==> config.mk <==
export PLATFORM = sky130hd
export DESIGN_NAME = frame_descrambler_core
export DESIGN_NICKNAME = d
export VERILOG_FILES = /design/src/rtl/fdesc_pkg.sv /design/src/rtl/fdesc_front.sv /design/src/rtl/fdesc_queue.sv /design/src/rtl/fdesc_back.sv /design/src/rtl/frame_descrambler_core.sv
export SDC_FILE = /design/constraint.sdc
export NUM_CORES = 1
export LEC_CHECK = 0
export ABC_AREA = 1
export ABC_CLOCK_PERIOD_IN_PS = 12600
export BUFFER_PORTS_ARGS = -buffer_cell sky130_fd_sc_hd__buf_2
export CORE_UTILIZATION = 25
export CTS_CLUSTER_DIAMETER = 150
export DETAILED_ROUTE_END_ITERATION = 8
export MAX_ROUTING_LAYER = met4
export PLACE_DENSITY = 0.51
export SYNTH_ARGS = -nofsm -noshare
export SYNTH_HDL_FRONTEND = slang
export SYNTH_SLANG_ARGS = --single-unit
==> constraint.sdc <==
create_clock -name clk -period 12.6 [get_ports clk]
set_input_delay 0.63 -clock clk [delete_from_list [all_inputs] [get_ports clk]]
set_output_delay 0.63 -clock clk [all_outputs]
set_load 0.01 [all_outputs]
==> src/rtl/fdesc_pkg.sv <==
// ----------------------------------------------------------------------------
// fdesc_pkg
// Shared types and constants for the frame descrambler.
// ----------------------------------------------------------------------------
package fdesc_pkg;

  localparam int unsigned ByteW      = 8;
  localparam int unsigned HeaderLen  = 4;
  localparam int unsigned GroupLen   = 4;
  localparam int unsigned LenW       = 16;
  localparam int unsigned StepW      = 3;

  // Result kind codes carried on m_tuser
  typedef enum logic [1:0] {
    KIND_HEADER = 2'd0,
    KIND_DATA   = 2'd1,
    KIND_CKSUM  = 2'd2
  } kind_t;

  // Work item handed from the front end to the back end
  typedef enum logic [1:0] {
    OP_HEADER = 2'd0,   // one header byte, then optional checksum
    OP_GROUP  = 2'd1,   // four reordered data bytes, then optional checksum
    OP_CKSUM  = 2'd2    // checksum only
  } op_t;

  typedef struct packed {
    op_t                           op;
    logic [GroupLen-1:0][ByteW-1:0] bytes;   // in emission order, byte 0 first
    logic [ByteW-1:0]               cksum;
    logic                           with_cksum;
  } queue_entry_t;

  // Exchange bit 0 and bit 7
  function automatic logic [ByteW-1:0] swap_end_bits(input logic [ByteW-1:0] b);
    swap_end_bits = {b[0], b[6:1], b[7]};
  endfunction

endpackage

==> src/rtl/fdesc_front.sv <==
// ----------------------------------------------------------------------------
// fdesc_front
// Accepts frame bytes, tracks header/data position, builds work items.
// ----------------------------------------------------------------------------
module fdesc_front (
  input  logic                          clk,
  input  logic                          rst,
  input  logic                          s_tvalid,
  output logic                          s_tready,
  input  logic [fdesc_pkg::ByteW-1:0]   s_tdata,   // [7:0] rx_byte
  input  logic                          s_tlast,   // frame_end
  input  logic                          q_full,
  output logic                          push,
  output fdesc_pkg::queue_entry_t       push_entry
);
  import fdesc_pkg::*;

  logic [2:0]       header_count, header_count_next;
  logic [LenW-1:0]  data_length, data_length_next;
  logic [LenW-1:0]  data_count, data_count_next;
  logic [ByteW-1:0] group_buffer [3];
  logic [ByteW-1:0] running_sum, running_sum_next;
  logic             checksum_done, checksum_done_next;

  logic             accept;
  logic             emit;
  logic [ByteW-1:0] x;
  logic [1:0]       pos;
  logic [ByteW-1:0] group_sum;
  logic             cks;

  assign s_tready = !q_full;
  assign accept   = s_tvalid && s_tready;
  assign x        = swap_end_bits(s_tdata);
  assign pos      = data_count[1:0];
  assign group_sum = group_buffer[0] + group_buffer[1] + group_buffer[2] + x;
  assign push     = accept && emit;

  always_comb begin
    header_count_next  = header_count;
    data_length_next   = data_length;
    data_count_next    = data_count;
    running_sum_next   = running_sum;
    checksum_done_next = checksum_done;
    emit               = 1'b0;
    cks                = 1'b0;
    push_entry.op         = OP_CKSUM;
    push_entry.bytes      = {group_buffer[2], group_buffer[0], x, group_buffer[1]};
    push_entry.cksum      = running_sum;
    push_entry.with_cksum = 1'b0;

    if (!checksum_done) begin
      if (header_count < 3'(HeaderLen)) begin
        emit = 1'b1;
        push_entry.op    = OP_HEADER;
        push_entry.bytes = {{(3*ByteW){1'b0}}, s_tdata};
        if (header_count == 3'd2) begin
          data_length_next = {{(LenW-ByteW){1'b0}}, s_tdata};
        end else if (header_count == 3'd3) begin
          data_length_next = {s_tdata, data_length[ByteW-1:0]};
        end
        header_count_next = header_count + 3'd1;
        cks = (header_count == 3'd3 && data_length_next == '0) || s_tlast;
      end else begin
        data_count_next = data_count + 1'b1;
        cks = (data_count_next == data_length) || s_tlast;
        if (pos == 2'd3) begin
          emit             = 1'b1;
          push_entry.op    = OP_GROUP;
          running_sum_next = running_sum + group_sum;
        end else begin
          emit = cks;
        end
        push_entry.cksum = running_sum_next;
      end
      push_entry.with_cksum = cks;
      if (cks) begin
        checksum_done_next = 1'b1;
      end
    end
  end

  always_ff @(posedge clk) begin
    if (rst) begin
      header_count  <= '0;
      data_length   <= '0;
      data_count    <= '0;
      running_sum   <= '0;
      checksum_done <= 1'b0;
    end else if (accept) begin
      if (s_tlast) begin
        header_count  <= '0;
        data_length   <= '0;
        data_count    <= '0;
        running_sum   <= '0;
        checksum_done <= 1'b0;
      end else begin
        header_count  <= header_count_next;
        data_length   <= data_length_next;
        data_count    <= data_count_next;
        running_sum   <= running_sum_next;
        checksum_done <= checksum_done_next;
      end
    end
  end

  // Group buffer: payload only
  always_ff @(posedge clk) begin
    if (accept && !checksum_done && header_count >= 3'(HeaderLen) && pos != 2'd3) begin
      group_buffer[pos] <= x;
    end
  end

endmodule

==> src/rtl/fdesc_queue.sv <==
// ----------------------------------------------------------------------------
// fdesc_queue
// Small register FIFO of work items between front and back end.
// ----------------------------------------------------------------------------
module fdesc_queue #(
  parameter int unsigned DEPTH = 4
) (
  input  logic                              clk,
  input  logic                              rst,
  input  logic                              push,
  input  fdesc_pkg::queue_entry_t           push_entry,
  input  logic                              pop,
  output fdesc_pkg::queue_entry_t           head,
  output logic                              head_valid,
  output logic                              full,
  output logic [$clog2(DEPTH+1)-1:0]        level
);
  import fdesc_pkg::*;

  localparam int unsigned PtrW = (DEPTH > 1) ? $clog2(DEPTH) : 1;
  localparam int unsigned CntW = $clog2(DEPTH+1);

  queue_entry_t    entries [DEPTH];
  logic [PtrW-1:0] wr_ptr, rd_ptr;
  logic [CntW-1:0] count;
  logic            do_push, do_pop;

  assign head       = entries[rd_ptr];
  assign head_valid = (count != '0);
  assign full       = (count == CntW'(DEPTH));
  assign level      = count;
  assign do_push    = push && !full;
  assign do_pop     = pop && head_valid;

  function automatic logic [PtrW-1:0] bump(input logic [PtrW-1:0] p);
    bump = (p == PtrW'(DEPTH-1)) ? '0 : p + 1'b1;
  endfunction

  always_ff @(posedge clk) begin
    if (rst) begin
      wr_ptr <= '0;
      rd_ptr <= '0;
      count  <= '0;
    end else begin
      if (do_push) wr_ptr <= bump(wr_ptr);
      if (do_pop)  rd_ptr <= bump(rd_ptr);
      if (do_push && !do_pop) begin
        count <= count + 1'b1;
      end else if (!do_push && do_pop) begin
        count <= count - 1'b1;
      end
    end
  end

  always_ff @(posedge clk) begin
    if (do_push) begin
      entries[wr_ptr] <= push_entry;
    end
  end

endmodule

==> src/rtl/fdesc_back.sv <==
// ----------------------------------------------------------------------------
// fdesc_back
// Expands work items into result bytes through an output register.
// ----------------------------------------------------------------------------
module fdesc_back (
  input  logic                          clk,
  input  logic                          rst,
  input  fdesc_pkg::queue_entry_t       head,
  input  logic                          head_valid,
  output logic                          pop,
  output logic                          m_tvalid,
  input  logic                          m_tready,
  output logic [fdesc_pkg::ByteW-1:0]   m_tdata,   // [7:0] out_byte
  output logic [1:0]                    m_tuser,   // [1:0] byte_kind
  output logic                          m_tlast    // run_end
);
  import fdesc_pkg::*;

  logic [StepW-1:0] step, step_next;
  logic [StepW-1:0] n_data;
  logic [StepW-1:0] total;
  logic             is_data;
  logic             last;
  logic             load;
  logic [ByteW-1:0] sel_byte;
  kind_t            sel_kind;

  always_comb begin
    case (head.op)
      OP_HEADER: n_data = 3'd1;
      OP_GROUP:  n_data = 3'(GroupLen);
      default:   n_data = 3'd0;
    endcase
    total    = n_data + {{(StepW-1){1'b0}}, head.with_cksum};
    is_data  = step < n_data;
    last     = (step == total - 3'd1);
    load     = head_valid && (!m_tvalid || m_tready);
    pop      = load && last;
    step_next = load ? (last ? '0 : step + 3'd1) : step;
    if (is_data) begin
      sel_byte = head.bytes[step[1:0]];
      sel_kind = (head.op == OP_HEADER) ? KIND_HEADER : KIND_DATA;
    end else begin
      sel_byte = head.cksum;
      sel_kind = KIND_CKSUM;
    end
  end

  always_ff @(posedge clk) begin
    if (rst) begin
      step     <= '0;
      m_tvalid <= 1'b0;
    end else begin
      step <= step_next;
      if (load) begin
        m_tvalid <= 1'b1;
      end else if (m_tready) begin
        m_tvalid <= 1'b0;
      end
    end
  end

  always_ff @(posedge clk) begin
    if (load) begin
      m_tdata <= sel_byte;
      m_tuser <= sel_kind;
      m_tlast <= last;
    end
  end

endmodule

==> src/rtl/frame_descrambler_core.sv <==
// ----------------------------------------------------------------------------
// frame_descrambler_core
// Frame descrambler: header pass-through, bit-swap and 1,3,0,2 reorder of data.
// ----------------------------------------------------------------------------
// Results pass the work queue, then the output register. Throughput: one input
//   byte per cycle while the queue is not full; each queued work item drains at
//   one byte per cycle unless stalled (up to five for a full group plus checksum).
// The work queue (QUEUE_DEPTH entries) absorbs output bursts; s_tready drops
//   only while it is full.
// Reset (rst, synchronous, active high) clears frame position, sums, queue
//   and output valid; a byte with s_tlast also returns the frame state to reset.
module frame_descrambler_core #(
  parameter int unsigned QUEUE_DEPTH = 4
) (
  input  logic                          clk,
  input  logic                          rst,
  // Input stream
  input  logic                          s_tvalid,
  output logic                          s_tready,
  input  logic [fdesc_pkg::ByteW-1:0]   s_tdata,   // [7:0] rx_byte
  input  logic                          s_tlast,   // frame_end
  // Output stream
  output logic                          m_tvalid,
  input  logic                          m_tready,
  output logic [fdesc_pkg::ByteW-1:0]   m_tdata,   // [7:0] out_byte
  output logic [1:0]                    m_tuser,   // [1:0] byte_kind
  output logic                          m_tlast    // run_end
);
  import fdesc_pkg::*;

  localparam int unsigned CntW = $clog2(QUEUE_DEPTH+1);

  // Front to queue
  logic          push;
  queue_entry_t  push_entry;
  logic          q_full;

  // Queue to back
  queue_entry_t  head;
  logic          head_valid;
  logic          pop;
  logic [CntW-1:0] q_level;

  // Front end: header/data tracking, group assembly, checksum accumulation.
  // Every byte that yields results becomes one work item.
  fdesc_front u_front (
    .clk        (clk),
    .rst        (rst),
    .s_tvalid   (s_tvalid),
    .s_tready   (s_tready),
    .s_tdata    (s_tdata),
    .s_tlast    (s_tlast),
    .q_full     (q_full),
    .push       (push),
    .push_entry (push_entry)
  );

  // Work queue decoupling the two sides
  fdesc_queue #(
    .DEPTH (QUEUE_DEPTH)
  ) u_queue (
    .clk        (clk),
    .rst        (rst),
    .push       (push),
    .push_entry (push_entry),
    .pop        (pop),
    .head       (head),
    .head_valid (head_valid),
    .full       (q_full),
    .level      (q_level)
  );

  // Back end: one result transaction per cycle from the head item when not stalled
  fdesc_back u_back (
    .clk        (clk),
    .rst        (rst),
    .head       (head),
    .head_valid (head_valid),
    .pop        (pop),
    .m_tvalid   (m_tvalid),
    .m_tready   (m_tready),
    .m_tdata    (m_tdata),
    .m_tuser    (m_tuser),
    .m_tlast    (m_tlast)
  );

`ifndef SYNTHESIS
  // Queue occupancy never exceeds its depth
  a_level_bound: assert property (@(posedge clk) disable iff (rst)
    q_level <= CntW'(QUEUE_DEPTH))
    else $error("queue level over depth");

  // A checksum is always the final result of its byte
  a_cksum_last: assert property (@(posedge clk) disable iff (rst)
    m_tvalid && m_tuser == KIND_CKSUM |-> m_tlast)
    else $error("checksum without run end");

  // Front stalls only because the queue is full
  a_ready_full: assert property (@(posedge clk) disable iff (rst)
    !s_tready |-> q_level == CntW'(QUEUE_DEPTH))
    else $error("stall with queue space");

  // Nothing is presented right after reset
  a_reset_idle: assert property (@(posedge clk)
    !rst && $past(rst) |-> !m_tvalid)
    else $error("output valid after reset");
`endif

endmodule
* Word-level counts from Yosys, hierarchy flattened *
Memory sizes are Yosys's and may differ from the RTL's. A register that Yosys moved wholly into a read port is not among the register bits.
Cells that the tools add are included.

operators by class
  div/mod/pow operators = 0
  multiplexer cells = 47
  multipliers = 0
  bitwise operators = 0
  magnitude comparators = 4
  shifts and indexed selects = 0
  $add $sub $neg = 13
  equal/unequal tests = 12
  reductions and logical operators = 29

operators with widths
  operator                 count
  $mux W16                 10
  $mux W8                  6
  $mux W43                 1
  $add A8 B8 Y8            4
  $mux W32                 1
  $mux W3                  6
  $add A16 B1 Y16 const B  1
  $bmux W8 S2              1
  $eq A16 B16 Y1           1
  $logic_not A16 Y1        1
  $mux W1                  15
  $logic_and A1 B1 Y1      12
  $mux W2                  6
  $add A3 B1 Y3 const B    3
  $eq A2 B2 Y1 const B     3
  $eq A3 B2 Y1 const B     2
  $ne A2 B2 Y1 const B     3
  $pmux W3 S2              1
  $reduce_and A3 Y1        2
  $reduce_bool A2 Y1       3
  $sub A3 B1 Y3 const B    2
  $logic_not A1 Y1         5
  $add A2 B1 Y2 const B    2
  $add A3 B1 Y3            1
  11 further kinds         13

storage, ports and cells
  input port bits = 13
  bits in read-only memories = 0
  output and inout port bits = 13
  memories = 2
  flip-flop bits (word level) = 66
  bits in latches = 0
  bits in writable memories = 196
  logic and storage cells = 120

memory list
  name                  depth  width  read ports  clocked after Yosys merged registers in  wr ports  RTL line           RTL
  u_queue.entries       4      43     1           1                                        1         fdesc_queue.sv:23  queue_entry_t entries [DEPTH];
  u_front.group_buffer  3      8      3           0                                        1         fdesc_front.sv:21  logic [ByteW-1:0] group_buffer [3];

* Depth between registers and ports, before layout *
Gate-level depths: netlist of the first run.

  word-level depth = 13
  mapped depth = 24
  depth with buffers taken out = 24

* Modules after synthesis *
Synthesis of the first run repeated with hierarchy kept, for this count alone.

unflattened totals
  cell total of the unflattened synthesis = 1,280
  area, all modules = 12,569.6 µm²

by module, submodules not included
  module       sequential area each (µm²)  cells an instance  times used  area each (µm²)
  fdesc_queue  5,345.1                     485                1           6,852.8
  fdesc_front  1,601.5                     646                1           4,633.2
  fdesc_back   410.4                       149                1           1,083.5

* Worst setup path before layout of the first run *
No wires, ideal clock.

  path type = reg2reg
  start point = reg u_front.data_count[0]
  end point = mem u_queue.entries[0][0] in the netlist's numbering (enable)
  clock period less this slack = 3.964 ns
  arrival = 3.521 ns
  buffers on the path = 1
  data required time = 12.157 ns
  stages on the path, launching flop included = 15
  slack = 8.636 ns
  library setup time = 0.443 ns
  cells stage by stage = dfxtp_1 buf_2 inv_2 ha_1 xnor2_1 nand2_1 nor2_1 nand3_1 nor2_1 nand3_1 nor2_1 nand2_2 nand3_4 nand2_4 nor2_1

on the way
  cells in the longest elaborated chain, start to end = 10
  elaborated cells on any way between the ends = 11
  those cells by class = add/sub (1); eq/ne (2); mux (5); reduce/logical (3)

ends and longest elaborated chain
  what                               RTL line            RTL
  start, declared                    fdesc_front.sv:20   logic [LenW-1:0] data_count, data_count_next;
  start signal, assigned             fdesc_front.sv:100  data_count <= data_count_next;
  $add A16 B1 Y16                    fdesc_front.sv:65   data_count_next = data_count + 1'b1;
  $eq A16 B16 Y1                     fdesc_front.sv:66   cks = (data_count_next == data_length) || s_tlast;
  $logic_or A1 B1 Y1                 fdesc_front.sv:66
  $mux W1 (*)                        fdesc_front.sv:67   if (pos == 2'd3) begin
  $mux W1 (*)                        fdesc_front.sv:53   if (header_count < 3'(HeaderLen)) begin
  $mux W1 (*)                        fdesc_front.sv:52   if (!checksum_done) begin
  $logic_and A1 B1 Y1 (*)            fdesc_front.sv:37   assign push = accept && emit;
  $logic_and A1 B1 Y1 (*)            fdesc_queue.sv:32   assign do_push = push && !full;
  $mux W1 (*)                        fdesc_queue.sv:56   if (do_push) begin
  $mux W1 (implied by the code) (*)  fdesc_queue.sv:57   entries[wr_ptr] <= push_entry;
  end, declared                      fdesc_queue.sv:23

Mark *: on every way between the ends. The rest lies on a longest branch, timed or not.

==> results.json, run 1 <==
{
  "status": "complete, no violations",
  "worst_skew_pair.late_latency_ns": 0.53,
  "first_pass_grt_wire_length_um": 48500,
  "vdd_ir_drop_max_mv": 0.102,
  "critical_path.endpoint_type": "register",
  "setup_repair_after_global_routing_missed_its_margin": "no",
  "startpoint_of_the_tightest_hold_check_path": "s_tdata[2]",
  "globalRouteOverflowTotal": 0,
  "seq_area_um2": 7360,
  "maximum_fanout_along_the_worst_path": 87,
  "timing.rr.end": "u_queue.level[2]$_SDFFE_PP0P_",
  "post-synth-top-count-cell": "sky130_fd_sc_hd__edfxtp_1",
  "tritoncts": "yes",
  "syn_to_final_growth_pct": 16.5,
  "fin_nets": 1298,
  "numPlacedInstances": 1860,
  "post_cts.repair.setup_buffers": 0,
  "hold_buffer_count_at_cts": 0,
  "routed_wl_um": 30800,
  "power_density_nw_per_um2": 174,
  "postSynthRegisterBits": 264,
  "pin_count": 26,
  "fin_setup_tns_ns": 0,
  "multi_input_comb_area_um2": 4290,
  "mappedNetlistArea_um2": 12300,
  "detailed_routing_iteration_count_for_the_pre_antenna_repair_pass": 5,
  "yosysUniqueCellTypes": 43,
  "slew-limit-headroom_pct": 24.3,
  "clock_buffers_created_by_tritoncts": 34,
  "clk_path_buf_depth": 3,
  "post-route-min-period_ns": 3.89,
  "proportion_of_layout_cells_with_a_drive_suffix_above_1_pct": 10.3,
  "post_synth_main_area_contributors": "sky130_fd_sc_hd__edfxtp_1, sky130_fd_sc_hd__dfxtp_1, sky130_fd_sc_hd__nand2_1",
  "h-tree-depth": 2,
  "yosysWarningCount": 0,
  "finClkSkew_ns": 0.0259,
  "leakage_nw": 5.20,
  "grt_pass1_vias": 8250,
  "slew_at_the_pin_with_the_worst_max_slew_slack_ns": 1.13,
  "initial_cell_density_of_the_core_pct": 25.6,
  "port_buffers": 25,
  "numClockSinks": 264,
  "design.core.area_um2": 48100,
  "cap_viol_max_count": 0,
  "asyncSetResetFlopFracSynth_pct": 0,
  "synth.largest_area_cell": "sky130_fd_sc_hd__edfxtp_1",
  "post_synth_inst_count": 1213,
  "edff_count_synth": 207,
  "worstPathRequired_ns": 13.01,
  "holdPathEnd": "u_front.group_buffer[1][2]$_DFFE_PP_",
  "reg2regPathDepth": 17,
  "timing.hold.worst.class": "in -> reg",
  "drt_iter0_markers": 643,
  "postSynth.topFlopCell": "sky130_fd_sc_hd__edfxtp_1",
  "critPathLaunchType": "register",
  "synth_top_cells_by_count": "sky130_fd_sc_hd__edfxtp_1, sky130_fd_sc_hd__nand2_1, sky130_fd_sc_hd__nor2_1",
  "antenna_found_initial": 1,
  "synth_sequential_area_ratio_pct": 59.8,
  "fmaxAchievable_ghz": 0.257,
  "arrival_ns": 4.30,
  "synth_top_cell_area_share_pct": 50.5,
  "hpwlAfterDp_um": 19800,
  "ant_nets": 0,
  "gp_congestion": 0.848,
  "cts.reportedPaths.clkPinSlew_ns": 0.06,
  "report.final.slew_viol_count": 0,
  "core.rowCount": 80,
  "die_h_um": 224,
  "dr_total_vias": 8564,
  "clock_tree_root_driver_cell": "sky130_fd_sc_hd__clkbuf_16",
  "average_cell_area_after_synthesis_um2": 10.1,
  "wl_per_cell_um": 16.0,
  "num-fill-cells": 4978,
  "r2r_slack_ns": 8.71,
  "grt_start_max_net_pins": 88,
  "worstSetupPathType": "reg -> reg",
  "finalSetupViolCount": 0,
  "die_w_um": 224,
  "synthesis.nets": 1271,
  "final_cells": 1923,
  "whs_path_depth": 1,
  "drt_drc_violations_left": 0,
  "grt_util_all_layers_pct": 12.8,
  "cts_repair_resize_count": 0,
  "post-route-period-util_pct": 30.9,
  "final_util_pct": 29.8,
  "timing_hold_violations_final": 0,
  "die_area_um2": 50100,
  "viasPerCell": 4.45
}
cell families (layout without fill, tap and decap cells):
family / Yosys count / count (layout) / share of synthesized area (%)
xor gates and xnor gates: 20 / 20 / 1.55
and+or+nand+nor: 462 / 462 / 16.0
adders and majority gates: 45 / 45 / 5.86
buffers and inverters: 181 / 234 / 5.64
AOI/OAI and AO/OA: 241 / 241 / 11.2
other: 0 / 1 / 0
DFF: 264 / 264 / 59.8
final cells by class:
class | instances | area share [%]
repair buffers | 39 | 1.61
clock buffers | 49 | 6.82
clock inverters | 13 | 1.12
well taps | 656 | 5.72
flip-flops and latches | 264 | 51.3
multi-input cells | 768 | 29.9
diodes | 1 | 0.0175
inverters | 133 | 3.48
worst max-delay path, cell delays in order (launching register included):
cell	delay, ns
sky130_fd_sc_hd__dfxtp_2	0.30
sky130_fd_sc_hd__buf_4	0.37
sky130_fd_sc_hd__inv_2	0.20
sky130_fd_sc_hd__buf_4	0.65
sky130_fd_sc_hd__nand2_1	0.11
sky130_fd_sc_hd__a32o_1	0.26
sky130_fd_sc_hd__ha_1	0.23
sky130_fd_sc_hd__xor2_1	0.15
sky130_fd_sc_hd__xor2_1	0.16
sky130_fd_sc_hd__and2_4	0.15
sky130_fd_sc_hd__nand2_2	0.09
sky130_fd_sc_hd__ha_1	0.15
sky130_fd_sc_hd__inv_1	0.07
sky130_fd_sc_hd__fa_1	0.38
sky130_fd_sc_hd__a21oi_1	0.15
sky130_fd_sc_hd__o21ai_0	0.11
sky130_fd_sc_hd__o21ai_0	0.16
sky130_fd_sc_hd__a21oi_1	0.05
sequential cells by signal, indices dropped and copies added (netlist names), named ones only:
register / cells
u_front.group_buffer: 24
u_front.checksum_done: 1
u_queue.level: 3
u_back.step: 3
u_front.data_count: 16
u_front.data_length: 16
u_back.m_tdata: 8
u_queue.rd_ptr: 2
u_queue.entries: 172
u_back.m_tvalid: 1
u_front.running_sum: 8
u_front.header_count: 3
u_back.m_tuser: 2
u_back.m_tlast: 1
u_queue.wr_ptr: 2
metrics by stage:
stage          setup slack, ns  hold WS (ns)  cell area [um^2]  total power [mW]
2_1_floorplan             8.64         0.445             12300              1.38
3_3_place_gp              8.49         0.452             13200              1.55
3_5_place_dp              8.39         0.462             13200              1.55
4_1_cts                   8.63         0.308             14300              2.53
5_1_grt                   8.34         0.319             14300              2.61
6_report                  8.71         0.330             14300              2.49
how the worst max path moves through the flow:
stage | from | to | slack (ns) | depth (start not counted)
after floorplan | u_front.data_count[0]$_SDFFE_PP0P_ | u_queue.entries[0][0]$_DFFE_PP_ | 8.64 | 14
after global placement | s_tdata[1] | u_queue.entries[0][8]$_DFFE_PP_ | 8.49 | 15
after detailed placement | s_tdata[1] | u_queue.entries[0][8]$_DFFE_PP_ | 8.39 | 15
after CTS | register | u_queue.level[2]$_SDFFE_PP0P_ | 8.63 | 17
after global routing | register | u_queue.level[2]$_SDFFE_PP0P_ | 8.34 | 17
final | register | u_queue.level[2]$_SDFFE_PP0P_ | 8.71 | 17
layout by cell type (no fill, tap or decap), types with 24 or more instances in the layout:
master and count:
sky130_fd_sc_hd__a21oi_1 67, sky130_fd_sc_hd__buf_2 25, sky130_fd_sc_hd__clkbuf_16 34, sky130_fd_sc_hd__dfxtp_1 56, sky130_fd_sc_hd__edfxtp_1 207, sky130_fd_sc_hd__ha_1 24
sky130_fd_sc_hd__inv_1 127, sky130_fd_sc_hd__nand2_1 199, sky130_fd_sc_hd__nand3_1 53, sky130_fd_sc_hd__nor2_1 164, sky130_fd_sc_hd__o21ai_0 108, sky130_fd_sc_hd__o22ai_1 26
power by group:
group,internal [mW],switching [mW]
Sequential,1.05,0.0304
Combinational,0.130,0.306
Clock,0.589,0.383
Total,1.77,0.719
layer usage:
metal / track usage (%) / up-vias / share of wire, %
met5: - / - / 0
met4: 3.38 / 0 / 1.7
met3: 1.99 / 40 / 4.3
met2: 20.1 / 155 / 46
met1: 17.2 / 4156 / 48
li1: - / 4213 / -
Power figures use the tool's default switching activity.
==> run 2: changes to the inputs <==
Settings changed: ABC_CLOCK_PERIOD_IN_PS 12600 to 4100.
Clock period 12.6 ns to 4.1 ns, I/O delays scaled along.
==> run 2 against run 1 <==
Combinational power rose to 3.2 times the previous value. Flip-flop and latch count is the same. Worst setup slack worse by 8.4 ns. Final cell count rose by 0.47%. Non-clock buffer count up 16. Routed wire length is 2.4% higher. Final area up 0.92%. Critical path type is now in -> reg. Critical endpoint is now u_queue.entries[2][8]$_DFFE_PP_. Largest cell class unchanged.
==> results.json, run 2 (synthesis results as in run 1) <==
{
  "worstPathRequired_ns": 4.45,
  "finalSetupViolCount": 0,
  "total_switching_power_mw": 2.19,
  "pwr-share-comb_pct": 18.3,
  "setup_repair_after_global_routing_missed_its_margin": "no",
  "power_switching_share_pct": 28.9,
  "critical_path.endpoint_type": "register",
  "antenna_found_initial": 0,
  "leakage_nw": 5.25,
  "num-fill-cells": 4990,
  "design.core.area_um2": 48100,
  "routed_wl_um": 31500,
  "dr_total_vias": 8593,
  "vdd_ir_drop_max_mv": 0.345,
  "timing.hold.worst.class": "in -> reg",
  "globalRouteOverflowTotal": 0,
  "status": "complete, no violations",
  "final_area_um2": 14500,
  "grt_start_max_net_pins": 77,
  "cap_viol_max_count": 0,
  "die_area_um2": 50100,
  "first_pass_grt_wire_length_um": 49700,
  "grt_util_all_layers_pct": 13.1,
  "pin_count": 26,
  "die_h_um": 224,
  "largest_register_ff_count": 172,
  "layout_common_cells": "sky130_fd_sc_hd__edfxtp_1, sky130_fd_sc_hd__nand2_1, sky130_fd_sc_hd__nor2_1",
  "wl_per_cell_um": 16.3,
  "h-tree-depth": 1,
  "cts_repair_resize_count": 0,
  "core.rowCount": 80,
  "grt_pass1_vias": 8604,
  "clock_tree_root_driver_cell": "sky130_fd_sc_hd__clkbuf_16",
  "slew-limit-headroom_pct": 23.6,
  "detailed_routing_iteration_count_for_the_pre_antenna_repair_pass": 7,
  "finClkSkew_ns": 0.0222,
  "ant_nets": 0,
  "fmaxAchievable_ghz": 0.266,
  "post-route-period-util_pct": 91.7,
  "largestRegisters": "u_queue.entries (172), u_front.group_buffer (24)",
  "whs_path_depth": 4,
  "gp_congestion": 0.827,
  "drt_iter0_markers": 492,
  "tritoncts": "yes",
  "multi_input_comb_area_um2": 4290,
  "fin_nets": 1310,
  "post-route-min-period_ns": 3.76,
  "timing_hold_violations_final": 0,
  "p_int_mw": 5.40,
  "proportion_of_layout_cells_with_a_drive_suffix_above_1_pct": 10.9,
  "die_w_um": 224,
  "startpoint": "s_tdata[1]",
  "critPathLaunchType": "input pin",
  "power_density_nw_per_um2": 524,
  "viasPerCell": 4.45,
  "worst_skew_pair.late_latency_ns": 0.59,
  "port_buffers": 25,
  "hpwlAfterDp_um": 20500,
  "post_cts.repair.setup_buffers": 0,
  "startpoint_of_the_tightest_hold_check_path": "s_tlast",
  "maximum_fanout_along_the_worst_path": 6,
  "worst_slack_setup_final_ns": 0.342,
  "layout.cells.most_common": "sky130_fd_sc_hd__edfxtp_1",
  "reg2reg_from": "u_front.group_buffer[2][1]$_DFFE_PP_",
  "numClockSinks": 264,
  "clock_buffers_created_by_tritoncts": 30,
  "initial_cell_density_of_the_core_pct": 25.6,
  "seq_area_um2": 7360,
  "fin_setup_tns_ns": 0,
  "arrival_ns": 4.11,
  "seq_power_share_pct": 44.0,
  "place_worst_setup_slack_ns": 0.283,
  "drt_drc_violations_left": 0,
  "syn_to_final_growth_pct": 17.6,
  "report.final.slew_viol_count": 0,
  "largest_register": "u_queue.entries",
  "timing.hold.ws_ns": 0.0341,
  "pwr-share-clk_pct": 37.7,
  "cts.reportedPaths.clkPinSlew_ns": 0.06,
  "antenna-diode-count": 0,
  "clk_path_buf_depth": 3,
  "reg2regPathDepth": 14,
  "placed_cell_area_um2": 13300,
  "slew_at_the_pin_with_the_worst_max_slew_slack_ns": 1.14,
  "worstSetupPathType": "in -> reg"
}
## run 2: cell types whose count changed in the layout (fill, tap and decap cells not counted), moves of 3 or more
| cell | delta |
|---|---|
| sky130_fd_sc_hd__clkinv_4 | +3 |
| sky130_fd_sc_hd__dlygate4sd3_1 | +9 |
| sky130_fd_sc_hd__buf_4 | +3 |
| sky130_fd_sc_hd__clkbuf_1 | -5 |
| sky130_fd_sc_hd__buf_12 | +4 |
| sky130_fd_sc_hd__clkbuf_16 | -4 |
## run 2: path summary, 6_finish.rpt
check                                                            to  slack [ns]
worst max register to register      u_queue.entries[2][8]$_DFFE_PP_        0.40
worst max-delay path                u_queue.entries[2][8]$_DFFE_PP_        0.34
worst min register to register  u_front.running_sum[3]$_SDFFE_PP0P_        0.47
worst min-delay path             u_front.data_count[6]$_SDFFE_PP0P_        0.03
## run 2: routing by layer
layer | up-vias | global-route usage [%] | share of wire [%]
met4 | 0 | 3.29 | 2.3
met3 | 51 | 2.07 | 4.7
met1 | 4163 | 17.0 | 47
met5 | - | - | 0
li1 | 4221 | - | -
met2 | 158 | 21.2 | 46
## run 2: stage by stage
stage	instances	utilization, %	power, mW
floorplan	1213	-	4.24
global placement	1867	27.6	4.78
detailed placement	1867	27.6	4.80
CTS	1932	30.1	7.69
global route	1932	30.1	7.94
finish	1932	30.1	7.59
## run 2: power groups by stage
stage | combinational (mW) | sequential (mW) | clock [mW]
3_3_place_gp | 1.38 | 3.40 | 0
6_report | 1.39 | 3.34 | 2.86
5_1_grt | 1.55 | 3.37 | 3.02
2_1_floorplan | 0.828 | 3.41 | 0
4_1_cts | 1.41 | 3.34 | 2.94
3_5_place_dp | 1.40 | 3.40 | 0
## run 2: what timing repair did
action,4_1_cts,5_1_grt
endpoints found under the setup margin,0,0
hold endpoints to repair,25,0
hold buffers,9,0
## run 2: final cells by class
class	count	share of cell area, %
Sequential cell	264	50.9
Clock inverter	17	1.62
Tap cell	656	5.67
Inverter	133	3.45
Timing Repair Buffer	55	2.92
Multi-Input combinational cell	768	29.6
Clock buffer	39	5.84
## run 2: critical path, stage by stage
cell and delay (ns):
sky130_fd_sc_hd__dlygate4sd3_1 0.52, sky130_fd_sc_hd__buf_2 0.17, sky130_fd_sc_hd__inv_1 0.10, sky130_fd_sc_hd__fa_1 0.56, sky130_fd_sc_hd__fa_1 0.44, sky130_fd_sc_hd__fa_1 0.53
sky130_fd_sc_hd__inv_1 0.04, sky130_fd_sc_hd__ha_1 0.22, sky130_fd_sc_hd__fa_1 0.41, sky130_fd_sc_hd__nand3_1 0.10, sky130_fd_sc_hd__nand2_1 0.09, sky130_fd_sc_hd__nand2_1 0.08
sky130_fd_sc_hd__nand2_1 0.05, sky130_fd_sc_hd__a21oi_1 0.15, sky130_fd_sc_hd__xnor2_1 0.10, sky130_fd_sc_hd__o21ai_0 0.32
==> run 3: changes to the inputs <==
Settings changed: CTS_BUF_LIST set to sky130_fd_sc_hd__clkbuf_8, TNS_END_PERCENT set to 30.
==> run 3 against run 2 <==
Critical path depth stayed put. First-iteration DRC count is 2.0% higher. Hold slack better by 0.14 ns. Power is 7.7% lower. Global-route usage is 0.068 points higher. Worst setup slack worse by 0.0024 ns. Final cell count is 1.6% higher. Fmax hardly changed. Combinational power hardly changed. Critical endpoint unchanged. Highest routed layer unchanged.
==> results.json, run 3 (synthesis results as in run 1) <==
{
  "status": "complete, no violations",
  "pin_count": 26,
  "ant_nets": 0,
  "maximum_fanout_along_the_worst_path": 6,
  "worst_slack_setup_final_ns": 0.339,
  "multi_input_comb_area_um2": 4290,
  "globalRouteOverflowTotal": 0,
  "fin_nets": 1327,
  "reg2regPathDepth": 14,
  "clk_path_buf_depth": 3,
  "critical_path.cell_chain": "dlygate4sd3_1 > buf_2 > inv_1 > fa_1 > fa_1 > fa_1 > inv_1 > ha_1 > fa_1 > nand3_1 > nand2_1 > nand2_1 > nand2_1 > a21oi_1 > xnor2_1 > o21ai_0",
  "gp_congestion": 0.827,
  "critical_path.max_stage_delay_ns": 0.56,
  "numPlacedInstances": 1867,
  "timing.hold.ws_ns": 0.170,
  "hpwlAfterDp_um": 20500,
  "slew-limit-headroom_pct": 24.4,
  "grt_start_max_net_pins": 77,
  "design.core.area_um2": 48100,
  "syn_to_final_growth_pct": 16.0,
  "viasPerCell": 4.42,
  "clock_buffers_created_by_tritoncts": 46,
  "critical_path.endpoint_type": "register",
  "timing.hold.worst.class": "in -> reg",
  "post_cts.repair.setup_buffers": 0,
  "largestRegisters": "u_queue.entries (172), u_front.group_buffer (24)",
  "largest_register_ff_count": 172,
  "clock_tree_root_driver_cell": "sky130_fd_sc_hd__clkbuf_8",
  "post-route-period-util_pct": 91.7,
  "critical_path_s_slowest_cell": "sky130_fd_sc_hd__fa_1",
  "leakage_nw": 5.25,
  "grt_util_all_layers_pct": 13.1,
  "die_w_um": 224,
  "finalSetupViolCount": 0,
  "tritoncts": "yes",
  "port_buffers": 25,
  "num-fill-cells": 5041,
  "seq_area_um2": 7360,
  "critical_path.most_common_cell": "sky130_fd_sc_hd__fa_1",
  "arrival_ns": 4.11,
  "total_power_of_the_final_layout_mw": 7.00,
  "startpoint_of_the_tightest_hold_check_path": "s_tvalid",
  "grt_pass1_vias": 8688,
  "timing.rr.end": "u_queue.entries[2][8]$_DFFE_PP_",
  "reg2reg_from": "u_front.group_buffer[2][1]$_DFFE_PP_",
  "cts.reportedPaths.clkPinSlew_ns": 0.05,
  "timing_hold_violations_final": 0,
  "cap_viol_max_count": 0,
  "drt_iter0_markers": 502,
  "setup_repair_after_global_routing_missed_its_margin": "no",
  "h-tree-depth": 2,
  "worst_skew_pair.late_latency_ns": 0.59,
  "fmaxAchievable_ghz": 0.266,
  "r2r_slack_ns": 0.39,
  "antenna-diode-count": 0,
  "routed_wl_um": 31600,
  "largest_register": "u_queue.entries",
  "dr_total_vias": 8670,
  "power_density_nw_per_um2": 491,
  "slew_at_the_pin_with_the_worst_max_slew_slack_ns": 1.13,
  "wl_per_cell_um": 16.1,
  "post-route-min-period_ns": 3.76,
  "proportion_of_layout_cells_with_a_drive_suffix_above_1_pct": 10.9,
  "worstSetupPathType": "in -> reg",
  "die_area_um2": 50100,
  "critPathLaunchType": "input pin",
  "numClockSinks": 264,
  "detailed_routing_iteration_count_for_the_pre_antenna_repair_pass": 5,
  "layout_common_cells": "sky130_fd_sc_hd__edfxtp_1, sky130_fd_sc_hd__nand2_1, sky130_fd_sc_hd__nor2_1",
  "place_worst_setup_slack_ns": 0.283,
  "die_h_um": 224,
  "layout.cells.most_common": "sky130_fd_sc_hd__edfxtp_1",
  "initial_cell_density_of_the_core_pct": 25.6,
  "drt_drc_violations_left": 0,
  "fin_setup_tns_ns": 0,
  "first_pass_grt_wire_length_um": 49700,
  "antenna_found_initial": 0,
  "holdPathEnd": "u_front.checksum_done$_SDFFE_PP0P_",
  "finClkSkew_ns": 0.0274,
  "whs_path_depth": 5,
  "vdd_ir_drop_max_mv": 0.245,
  "report.final.slew_viol_count": 0,
  "final_cells": 1962,
  "worstPathRequired_ns": 4.45,
  "core.rowCount": 80
}
run 3: cell count changes in the layout (fill, tap and decap cells not counted), moves of 2 or more:
cell / delta
sky130_fd_sc_hd__clkbuf_1: -3
sky130_fd_sc_hd__bufinv_16: -2
sky130_fd_sc_hd__clkinvlp_4: -2
sky130_fd_sc_hd__clkinv_1: +8
sky130_fd_sc_hd__inv_1: +21
sky130_fd_sc_hd__clkbuf_8: +40
sky130_fd_sc_hd__clkinv_4: -3
sky130_fd_sc_hd__clkbuf_16: -30
run 3: worst max-delay path by stage:
stage / from / endpoint / cells past startpoint
after detailed placement: s_tdata[1] / u_queue.entries[2][8]$_DFFE_PP_ / 15
after CTS: s_tdata[1] / u_queue.entries[2][8]$_DFFE_PP_ / 16
after global routing: s_tdata[2] / u_queue.entries[2][8]$_DFFE_PP_ / 17
after floorplan: u_front.data_count[0]$_SDFFE_PP0P_ / u_queue.entries[0][0]$_DFFE_PP_ / 14
final: s_tdata[1] / u_queue.entries[2][8]$_DFFE_PP_ / 16
after global placement: s_tdata[1] / u_queue.entries[2][8]$_DFFE_PP_ / 15
run 3: layout make-up:
cell class / count / area share (%)
Clock buffer: 46 / 4.44
Sequential cell: 264 / 51.6
Inverter: 133 / 3.50
Clock inverter: 39 / 1.65
Timing Repair Buffer: 56 / 3.03
Tap cell: 656 / 5.75
Multi-Input combinational cell: 768 / 30.1
run 3: report_power, final:
group          internal (mW)  leakage, nW  switching [mW]  total (mW)
sequential              3.24         2.38           0.101        3.34
clock                   1.19        0.519            1.09        2.28
combinational          0.441         2.36           0.946        1.39
run 3: metal layers:
metal	up-vias	global-route usage, %	wire length (um)
li1	4265	-	-
met1	4177	16.9	14900
met2	173	21.1	14600
met3	55	2.43	1460
met4	0	3.87	666
met5	-	-	0
run 3: stage by stage:
stage	instance area (um^2)	util [%]
6_report	14300	29.6
5_1_grt	14300	29.6
4_1_cts	14300	29.6
3_5_place_dp	13300	27.6
3_3_place_gp	13300	27.6
2_1_floorplan	12300	-
run 3: critical path: cells and delay by family:
family	cells	cell delay (ns)
fa+ha+maj	5	2.16
simple gates	4	0.32
buf+inv	4	0.83
xor+xnor	1	0.10
compound gates	2	0.48
run 3: what timing repair did:
item | 4_1_cts | 5_1_grt
hold endpoints to repair | 26 | 0
hold buffers | 10 | 0
resized for setup | 0 | 0
